===== src/rtl/plru_pkg.sv =====
`timescale 1ns / 1ps
package plru_pkg;

	localparam int SLOTS_DEF         = 8;
	localparam int DOC_ID_BITS_DEF   = 16;
	localparam int OWNER_ID_BITS_DEF = 8;

	localparam int CMD_BITS      = 3;
	localparam int SLOT_IN_BITS  = 3;
	localparam int STATUS_BITS   = 2;
	localparam int CAP_BITS      = 4;
	localparam int COUNT_BITS    = 4;
	localparam int MAX_RESULTS   = 8;
	localparam int RES_CNT_BITS  = $clog2(MAX_RESULTS + 1);

	typedef enum logic [CMD_BITS-1:0] {
		CMD_ACQUIRE = 3'd0,
		CMD_RELEASE = 3'd1,
		CMD_FORGET  = 3'd2,
		CMD_LOOKUP  = 3'd3,
		CMD_READ    = 3'd4,
		CMD_TRIM    = 3'd5
	} cmd_t;

	typedef enum logic [STATUS_BITS-1:0] {
		STAT_OK        = 2'd0,
		STAT_MISSING   = 2'd1,
		STAT_PINNED    = 2'd2,
		STAT_NOT_FOUND = 2'd3
	} status_t;

	typedef enum logic [2:0] {
		C_NOP,
		C_UNPIN,
		C_TOUCH,
		C_FILL,
		C_DROP
	} cell_op_t;

	typedef enum logic [2:0] {
		S_IDLE,
		S_DISP,
		S_ACQ,
		S_SCAN,
		S_TRIM
	} state_t;

	// per-cell match flags; also the form of the ripple chain between cells
	typedef struct packed {
		logic doc;
		logic own;
		logic lru;
		logic free;
		logic sel;
	} flag_t;

endpackage


===== src/rtl/plru_cell.sv =====
`timescale 1ns / 1ps
module plru_cell import plru_pkg::*; #(
	parameter int IDX           = 0,
	parameter int SW            = 3,
	parameter int DOC_ID_BITS   = DOC_ID_BITS_DEF,
	parameter int OWNER_ID_BITS = OWNER_ID_BITS_DEF
) (
	input  logic                     clk,
	input  logic                     arst_n,
	input  cell_op_t                 op,
	input  logic [SW-1:0]            tgt,
	input  logic [SW-1:0]            ref_rank,
	input  logic [SW-1:0]            scan,
	input  logic [SLOT_IN_BITS-1:0]  sel,
	input  logic [DOC_ID_BITS-1:0]   key_doc,
	input  logic [OWNER_ID_BITS-1:0] key_own,
	input  flag_t                    chain_in,
	output flag_t                    chain_out,
	output flag_t                    mine,
	output logic                     vld,
	output logic [DOC_ID_BITS-1:0]   doc,
	output logic [OWNER_ID_BITS-1:0] own,
	output logic [SW-1:0]            rank
);

	logic                     vld_q;
	logic [DOC_ID_BITS-1:0]   doc_q;
	logic [OWNER_ID_BITS-1:0] own_q;
	logic [SW-1:0]            rank_q;
	logic                     is_tgt;

	assign is_tgt = (int'(tgt) == IDX);

	always_comb begin
		mine.doc  = vld_q && (doc_q == key_doc);
		mine.own  = vld_q && (own_q == key_own);
		mine.lru  = vld_q && (own_q == '0) && (rank_q == scan);
		mine.free = !vld_q;
		mine.sel  = (int'(sel) == IDX);
	end

	assign chain_out = flag_t'(chain_in | mine);

	always_ff @(posedge clk or negedge arst_n) begin
		if (!arst_n) begin
			vld_q  <= 1'b0;
			own_q  <= '0;
			rank_q <= '0;
		end else begin
			case (op)
				C_UNPIN: begin
					if (is_tgt) own_q <= '0;
				end
				C_TOUCH: begin
					if (is_tgt) begin
						own_q  <= key_own;
						rank_q <= '0;
					end else if (vld_q && rank_q < ref_rank) begin
						rank_q <= rank_q + 1'b1;
					end
				end
				C_FILL: begin
					if (is_tgt) begin
						vld_q  <= 1'b1;
						own_q  <= key_own;
						rank_q <= '0;
					end else if (vld_q) begin
						rank_q <= rank_q + 1'b1;
					end
				end
				C_DROP: begin
					if (is_tgt) begin
						vld_q  <= 1'b0;
						own_q  <= '0;
						rank_q <= '0;
					end else if (vld_q && rank_q > ref_rank) begin
						rank_q <= rank_q - 1'b1;
					end
				end
				default: ;
			endcase
		end
	end

	// document is written only on a touch or fill aimed at this cell
	always_ff @(posedge clk) begin
		if ((op == C_TOUCH || op == C_FILL) && is_tgt) doc_q <= key_doc;
	end

	assign vld  = vld_q;
	assign doc  = doc_q;
	assign own  = own_q;
	assign rank = rank_q;

endmodule


===== config.mk =====
export PLATFORM = sky130hd
export DESIGN_NAME = plru_cell
export DESIGN_NICKNAME = d
export VERILOG_FILES = /design/src/rtl/plru_pkg.sv /design/src/rtl/plru_cell.sv
export SDC_FILE = /design/constraint.sdc
export NUM_CORES = 1
export LEC_CHECK = 0
export ABC_CLOCK_PERIOD_IN_PS = 6250
export BUFFER_PORTS_ARGS = -buffer_cell sky130_fd_sc_hd__buf_2
export CAP_MARGIN = 15
export CELL_PAD_IN_SITES_DETAIL_PLACEMENT = 1
export CELL_PAD_IN_SITES_GLOBAL_PLACEMENT = 1
export CORE_MARGIN = 5
export CORE_UTILIZATION = 35
export DETAILED_ROUTE_END_ITERATION = 16
export HOLD_SLACK_MARGIN = 0.06
export MAX_ROUTING_LAYER = met4
export PLACE_DENSITY_LB_ADDON = 0.3
export SETUP_SLACK_MARGIN = 0.2
export SLEW_MARGIN = 30
export SYNTH_ARGS = -nofsm -noshare
export SYNTH_HDL_FRONTEND = slang
export SYNTH_SLANG_ARGS = --single-unit
export TNS_END_PERCENT = 50

===== constraint.sdc =====
create_clock -name clk -period 6.25 [get_ports clk]
set_clock_uncertainty 0.2 [all_clocks]
set_input_delay 0.9375 -clock clk [delete_from_list [all_inputs] [get_ports clk]]
set_output_delay 0.9375 -clock clk [all_outputs]
set_load 0.01 [all_outputs]

==> impl_metrics.sql, run 1 <==
INSERT INTO impl_metrics (metric_group, metric, value, unit) VALUES
('drt', 'drc_marker_count_from_the_first_detailed_route_iteration', '54', ''),
('synth', 'count_leader_synth', 'sky130_fd_sc_hd__edfxtp_1', ''),
('sta', 'worstMarginPinSlew', '0.775', 'ns'),
('synth', 'yosys.area_share.xor_xnor', '16.0', '%'),
('synth', 'synth_ff_type', 'sky130_fd_sc_hd__edfxtp_1', ''),
('clock_network', 'tritoncts.num_buffers', '3', ''),
('drt', 'post-route-drc-count', '0', ''),
('synth', 'syn_area_per_cell', '11.9', 'um^2'),
('synth', 'synthAdderAreaFrac', '4.08', '%'),
('synth', 'synth_area_leader_cell', 'sky130_fd_sc_hd__edfxtp_1', ''),
('placed_design', 'dpl.cell_count', '264', ''),
('placed_design', 'routabilityCongestion', '0.766', ''),
('global_routing', 'largest_net_degree_at_the_start_of_global_routing', '25', ''),
('synth', 'synth_area_leaders', 'sky130_fd_sc_hd__edfxtp_1, sky130_fd_sc_hd__dfrtp_1, sky130_fd_sc_hd__xnor2_1, sky130_fd_sc_hd__xor2_1, sky130_fd_sc_hd__a22o_1', ''),
('sta', 'timing_hold_violations_final', '0', ''),
('setup_path', 'crit_path_frequent_cell', 'sky130_fd_sc_hd__buf_2', ''),
('cells_and_area', 'layout_cells_sized_above_1', '42.1', '%'),
('synth', 'postSynthCellCount', '129', ''),
('synth', 'yosysSeqAreaShare', '51.0', '%'),
('clock_network', 'hold_fix_buffers_at_cts', '0', ''),
('power', 'power.ir.vdd_worst', '0.0886', 'mV'),
('global_routing', 'antenna_violations_before_repair', '0', ''),
('clock_network', 'numClockSinks', '28', ''),
('sta', 'grt_setup_unrepaired', 'false', ''),
('cells_and_area', 'final_area', '2060', 'um^2'),
('cells_and_area', 'insertedDiodeCount', '0', ''),
('die', 'chipHeight', '76.2', 'um'),
('synth', 'post_synth_mux_area_share', '1.96', '%'),
('sta', 'achievable-frequency', '298', 'MHz'),
('sta', 'final_max_slew_viol_count', '0', ''),
('die', 'floorplan.core_area', '4290', 'um^2'),
('die', 'die_w', '76.2', 'um'),
('setup_path', 'crit_path_max_fanout', '2', ''),
('global_routing', 'first_global_vias', '1415', ''),
('die', 'floorplan.initialDensity', '35.7', '%'),
('synth', 'count_of_flip_flops_with_a_built_in_enable_after_synthesis', '16', ''),
('setup_path', 'cp_data_arrival_time', '2.22', 'ns'),
('placed_design', 'placedInstanceArea', '2020', 'um^2'),
('setup_path', 'critical_path.endpoint_type', 'output pin', ''),
('clock_network', 'cts_tree', 'built', ''),
('synth', 'synthArstFlopShare', '42.9', '%'),
('synth', 'synth_top_area_share', '31.4', '%'),
('die', 'fp-row-count', '24', ''),
('cells_and_area', 'nets', '268', ''),
('sta', 'timing.final.crit_period', '3.35', 'ns'),
('placed_design', 'place_worst_setup_slack', '2.86', 'ns'),
('setup_path', 'crit_type', 'in -> out', ''),
('synth', 'synth_compound_area_share', '10.7', '%'),
('drt', 'drt-total-wl', '4180', 'um'),
('sta', 'final-setup-viol-count', '0', ''),
('setup_path', 'startpoint_type_of_the_worst_setup_path', 'input port', ''),
('clock_network', 'clock_transition_at_path_regs', '0.09', 'ns'),
('power', 'cellLeakagePower', '0.941', 'nW'),
('clock_network', 'clock-root-buffer', 'sky130_fd_sc_hd__clkbuf_8', ''),
('global_routing', 'grt.total_usage', '14.3', '%'),
('power', 'gate_power_share', '31.2', '%'),
('power', 'p_sw_share', '31.7', '%'),
('power', 'clock_power_share', '19.9', '%'),
('sta', 'layout_worst_path_cycle_share', '53.6', '%'),
('setup_path', 'critPathSlowestCell', 'sky130_fd_sc_hd__nor4_1', ''),
('clock_network', 'postCtsSetupBuffers', '0', ''),
('die', 'die_area', '5800', 'um^2'),
('synth', 'ys_warn_count', '0', ''),
('setup_path', 'crit_path_max_incr_delay', '0.35', 'ns'),
('min_path', 'min-delay-path-class', 'in -> async', ''),
('power', 'power.density_cell_area', '240', 'nW/um^2'),
('die', 'io_pins', '84', ''),
('setup_path', 'cp_data_required_time', '5.11', 'ns'),
('synth', 'yosys.cell_types.count', '38', ''),
('status', 'outcome', 'finished clean', ''),
('drt', 'post_drt_via_cell_ratio', '5.06', '');
-- flip-flops by register name, summed over array words and instances (netlist names) --
signal  cells
doc        16
own         8
vld         1
rank        3
-- area by class of cell --
class,count,area (um^2)
inverters,7,26.3
fillers,514,2230
flip-flops and latches,28,781
multi-input cells,93,723
repair buffers,84,423
clock buffers,4,45.0
well taps,52,65.1
-- final timing paths --
check,from,to,depth (start not counted),slack [ns]
min reg2reg,own[2]$_DFFE_PN0P_,own[2]$_DFFE_PN0P_,1,0.38
min,arst_n,vld$_DFFE_PN0P_,1,0.34
max,key_doc[8],chain_out[4],6,2.90
min in group clk,own[2]$_DFFE_PN0P_,own[2]$_DFFE_PN0P_,1,0.38
max reg2reg,rank[2]$_DFFE_PN0P_,rank[0]$_DFFE_PN0P_,5,3.90
max in group asynchronous,arst_n,own[0]$_DFFE_PN0P_,1,5.29
-- power by group through the flow --
stage / Sequential (W) / Clock, W / Combinational [W]
global placement: 0.000245 / 0 / 0.000153
floorplan: 0.000249 / 0 / 0.0000872
CTS: 0.000242 / 0.000102 / 0.000158
global route: 0.000247 / 0.000110 / 0.000175
finish: 0.000242 / 0.0000986 / 0.000155
detailed placement: 0.000246 / 0 / 0.000158
-- metrics by stage --
step                hold slack (ns)  power, W  utilization, %
global placement              0.345  0.000398            47.0
CTS                           0.337  0.000502            48.0
finish                        0.337  0.000495            48.0
global route                  0.339  0.000533            48.0
detailed placement            0.357  0.000404            47.0
floorplan                     0.380  0.000337               -
-- routing by layer --
layer | global-route usage, % | share of wire [%] | up-vias
met5 | - | 0 | -
met4 | 2.62 | 0.53 | 0
met3 | 2.36 | 4.7 | 2
met2 | 23.8 | 50 | 42
met1 | 18.4 | 45 | 660
li1 | - | - | 651
-- critical path: cells and delay by family --
family,cells,cell delay [ns]
AO/OA/AOI/OAI,1,0.34
AND/OR/NAND/NOR,2,0.48
buffers and inverters,2,0.30
XOR/XNOR,1,0.15
-- cells in the final DEF, fill, tap and decap left out, drive strengths merged --
master and n:
o211ai 1, or4 2, a22o 8, dfrtp 12, buf 84, o22ai 1, nor3b 1, xor2 13
or3b 1, nor4 5, ha 5, nor2 4, a21oi 2, clkbuf 4, a32oi 1, inv 7
or2 3, edfxtp 16, nor3 2, o41ai 1, mux2i 3, a311oi 1, a211o 1, nand4 2
a311o 1, a31oi 1, a2111oi 1, nand2b 2, nand2 4, nor2b 1, and3 2, xnor2 15
nand3 2, or3 4, o21ai 2, nand3b 1
-- cell families (layout without fill, tap and decap cells) --
kind of cell               count (synthesis)  after routing
AOI/OAI and AO/OA                         21             21
xor gates and xnor gates                  28             28
adders and majority gates                  5              5
buffers and inverters                      8             95
DFF                                       28             28
muxes                                      3              3
and+or+nand+nor                           36             36
(Power assumes the default switching activity.)
==> run 2, diff against run 1 <==
--- a/config.mk
+++ b/config.mk
@@ -5,13 +5,14 @@
 export SDC_FILE = /design/constraint.sdc
 export NUM_CORES = 1
 export LEC_CHECK = 0
-export ABC_CLOCK_PERIOD_IN_PS = 6250
+export ABC_AREA = 1
+export ABC_CLOCK_PERIOD_IN_PS = 3300
 export BUFFER_PORTS_ARGS = -buffer_cell sky130_fd_sc_hd__buf_2
 export CAP_MARGIN = 15
 export CELL_PAD_IN_SITES_DETAIL_PLACEMENT = 1
 export CELL_PAD_IN_SITES_GLOBAL_PLACEMENT = 1
 export CORE_MARGIN = 5
-export CORE_UTILIZATION = 35
+export CORE_UTILIZATION = 32
 export DETAILED_ROUTE_END_ITERATION = 16
 export HOLD_SLACK_MARGIN = 0.06
 export MAX_ROUTING_LAYER = met4
==> constraint.sdc (replaced) <==
create_clock -name clk -period 3.3 [get_ports clk]
set_clock_uncertainty 0.2 [all_clocks]
set_input_delay 0.495 -clock clk [delete_from_list [all_inputs] [get_ports clk]]
set_output_delay 0.495 -clock clk [all_outputs]
set_load 0.01 [all_outputs]
==> impl_metrics.sql, run 2 <==
INSERT INTO impl_metrics (metric_group, metric, value, unit) VALUES
('drt', 'routed-via-count', '1850', ''),
('synth', 'count_of_flip_flops_with_a_built_in_enable_after_synthesis', '16', ''),
('min_path', 'timing.hold.worst.start', 'key_doc[1]', ''),
('sta', 'grt_setup_unrepaired', 'false', ''),
('sta', 'final-setup-viol-count', '0', ''),
('synth', 'ys_warn_count', '0', ''),
('synth', 'synth_ff_type', 'sky130_fd_sc_hd__edfxtp_1', ''),
('cells_and_area', 'flow.area_growth_from_synthesis', '32.0', '%'),
('global_routing', 'grtUsageMet3', '3.07', '%'),
('flow_run', 'drv.max_cap_violation_count', '0', ''),
('drt', 'post-route-drc-count', '0', ''),
('sta', 'maxSlewHeadroom', '71.5', '%'),
('clock_network', 'clock_tree.htree_level_count', '1', ''),
('synth', 'synth-seq-cells', '28', ''),
('synth', 'yosys.cell_types.count', '28', ''),
('clock_network', 'postCtsSetupBuffers', '0', ''),
('die', 'chipHeight', '85.7', 'um'),
('sta', 'tns', '0', 'ns'),
('clock_network', 'numClockSinks', '28', ''),
('setup_path', 'r2r_cells', '9', ''),
('placed_design', 'routabilityCongestion', '0.783', ''),
('global_routing', 'grt_overflow_total', '0', ''),
('clock_network', 'worstSkewPairLatency', '0.28', 'ns'),
('synth', 'count_leader_synth', 'sky130_fd_sc_hd__nand2_1', ''),
('synth', 'syn_area_per_cell', '7.63', 'um^2'),
('clock_network', 'clock-root-buffer', 'sky130_fd_sc_hd__clkbuf_8', ''),
('placed_design', 'portBuffers', '83', ''),
('sta', 'minimum_setup_slack_in_the_final_design', '1.10', 'ns'),
('die', 'floorplan.core_area', '5540', 'um^2'),
('placed_design', 'place_worst_setup_slack', '1.22', 'ns'),
('sta', 'timing.final.crit_period', '2.20', 'ns'),
('cells_and_area', 'insertedDiodeCount', '0', ''),
('cells_and_area', 'layout.cells.most_common_list', 'sky130_fd_sc_hd__buf_2, sky130_fd_sc_hd__nand2_1, sky130_fd_sc_hd__inv_1, sky130_fd_sc_hd__nor2_1, sky130_fd_sc_hd__nand3_1', ''),
('setup_path', 'reg2reg_to', 'rank[1]$_DFFE_PN0P_', ''),
('synth', 'synth_top_area_share', '26.2', '%'),
('global_routing', 'largest_net_degree_at_the_start_of_global_routing', '21', ''),
('synth', 'postSynthCellCount', '240', ''),
('cells_and_area', 'layout_cells_sized_above_1', '32.6', '%'),
('synth', 'synth_area_leader_cell', 'sky130_fd_sc_hd__edfxtp_1', ''),
('cells_and_area', 'nets', '380', ''),
('clock_network', 'tritoncts.num_buffers', '3', ''),
('die', 'die_area', '7340', 'um^2'),
('synth', 'post_synth_instance_area', '1830', 'um^2'),
('power', 'cellLeakagePower', '1.32', 'nW'),
('clock_network', 'clock_transition_at_path_regs', '0.11', 'ns'),
('setup_path', 'critical_path.endpoint_type', 'output pin', ''),
('setup_path', 'startpoint_type_of_the_worst_setup_path', 'flop', ''),
('cells_and_area', 'most_common_library_cell_in_the_layout_ignoring_fill_and_taps', 'sky130_fd_sc_hd__buf_2', ''),
('setup_path', 'r2r_start', 'rank[2]$_DFFE_PN0P_', ''),
('global_routing', 'global_route.usage.met1', '16.7', '%'),
('drt', 'routedWlPerCell', '13.1', 'um'),
('setup_path', 'reg2reg_setup_slack', '1.46', 'ns'),
('cells_and_area', 'fin_util', '43.7', '%'),
('die', 'io_pins', '84', ''),
('global_routing', 'grt_pass1_wl', '9000', 'um'),
('sta', 'final_max_slew_viol_count', '0', ''),
('min_path', 'holdPathStages', '1', ''),
('sta', 'worstMarginPinSlew', '0.427', 'ns'),
('global_routing', 'globalRouteMet2Util', '28.7', '%'),
('die', 'fp-row-count', '27', ''),
('sta', 'layout_worst_path_cycle_share', '66.6', '%'),
('sta', 'timing_hold_violations_final', '0', ''),
('power', 'power.ir.vdd_worst', '0.215', 'mV'),
('drt', 'drc_marker_count_from_the_first_detailed_route_iteration', '30', ''),
('cells_and_area', 'largest_reg_flops', '16', ''),
('setup_path', 'cp_data_required_time', '2.60', 'ns'),
('synth', 'synth_area_leaders', 'sky130_fd_sc_hd__edfxtp_1, sky130_fd_sc_hd__dfrtp_1, sky130_fd_sc_hd__nand2_1, sky130_fd_sc_hd__inv_1, sky130_fd_sc_hd__nand3_1', ''),
('drt', 'post_drt_via_cell_ratio', '4.63', ''),
('drt', 'final_antenna_net_count', '0', ''),
('global_routing', 'antenna_violations_before_repair', '0', ''),
('min_path', 'worst_hold_path.endpoint', 'doc[1]$_DFFE_PP_', ''),
('global_routing', 'grt.total_usage', '15.3', '%'),
('setup_path', 'crit_type', 'reg -> out', ''),
('synth', 'synth.cells.most_frequent', 'sky130_fd_sc_hd__nand2_1, sky130_fd_sc_hd__inv_1, sky130_fd_sc_hd__nand3_1, sky130_fd_sc_hd__nor2_1, sky130_fd_sc_hd__edfxtp_1', ''),
('synth', 'synthArstFlopShare', '42.9', '%'),
('setup_path', 'cp_data_arrival_time', '1.50', 'ns'),
('sta', 'achievable-frequency', '455', 'MHz'),
('global_routing', 'first_global_vias', '2070', ''),
('synth', 'synth_fp_nets', '291', ''),
('power', 'power.density_cell_area', '476', 'nW/um^2'),
('setup_path', 'crit_path_max_fanout', '8', ''),
('drt', 'drt-total-wl', '5220', 'um'),
('power', 'finalPower', '0.00115', 'W'),
('global_routing', 'most_heavily_used_metal_layer_in_global_routing', 'met2', ''),
('clock_network', 'cts_max_path_buffers', '2', ''),
('min_path', 'min-delay-path-class', 'in -> reg', ''),
('clock_network', 'cts_tree', 'built', ''),
('synth', 'yosysSeqAreaShare', '42.6', '%'),
('placed_design', 'post-dp-hpwl', '4420', 'um'),
('status', 'outcome', 'finished clean', ''),
('drt', 'drtPass1Iterations', '4', ''),
('die', 'die_w', '85.7', 'um'),
('die', 'floorplan.initialDensity', '33.1', '%');
==> run 2: logic make-up after synthesis <==
kind of cell	share of synthesized area (%)
AND/OR/NAND/NOR	32.4
AO/OA/AOI/OAI	6.49
adder cells (fa/ha/maj)	3.42
XOR/XNOR	4.78
buffers and inverters	10.3
flip-flops	42.6
==> run 2: per-layer routing <==
layer | wire length [um] | share of wire [%] | vias to the layer above
met3 | 304 | 5.8 | 6
met1 | 2200 | 42 | 860
met2 | 2680 | 51 | 53
li1 | - | - | 931
met5 | 0 | 0 | -
met4 | 42 | 0.80 | 0
==> run 2: through the flow <==
stage / hold slack [ns] / cell area [um^2] / instances
2_1_floorplan: -0.000591 / 1830 / 240
3_3_place_gp: 0.205 / 2340 / 395
3_5_place_dp: 0.208 / 2340 / 395
4_1_cts: 0.199 / 2420 / 400
5_1_grt: 0.184 / 2420 / 400
6_report: 0.202 / 2420 / 400
==> run 2: cell type report <==
cell class / count / area (um^2)
fill: 741 / 3120
multi-input combinational: 162 / 862
sequential: 28 / 781
timing repair buffer: 84 / 425
inverter: 50 / 189
tap: 72 / 90.1
clock buffer: 3 / 41.3
clock inverter: 1 / 30.0
==> run 2: worst max-delay path, stage by stage, from the launching register on <==
cell,delay [ns]
sky130_fd_sc_hd__dfrtp_1,0.53
sky130_fd_sc_hd__o21ai_1,0.11
sky130_fd_sc_hd__nor2_1,0.11
sky130_fd_sc_hd__nand3_1,0.07
sky130_fd_sc_hd__nor2_1,0.16
sky130_fd_sc_hd__or2_1,0.12
sky130_fd_sc_hd__buf_2,0.12
==> run 2: worst max-delay path by stage <==
stage	end	slack, ns	cells after the start	from
floorplan	chain_out[3]	1.46	7	key_own[1]
global placement	mine[4]	1.24	7	key_doc[4]
detailed placement	mine[4]	1.22	7	key_doc[4]
CTS	chain_out[3]	1.08	6	vld$_DFFE_PN0P_
global route	chain_out[4]	0.88	7	vld$_DFFE_PN0P_
finish	chain_out[3]	1.10	6	vld$_DFFE_PN0P_
==> run 2: power by group <==
part / switching (W) / leakage (nW) / internal (W)
sequential: 0.0000583 / 0.295 / 0.000415
combinational: 0.000225 / 0.989 / 0.000174
clock: 0.000117 / 0.0357 / 0.000163
total: 0.000400 / 1.32 / 0.000751
==> run 2: repair_timing <==
action	CTS	global route
hold buffers	1	0
endpoints found under the hold margin	12	0
gates resized for setup	0	0
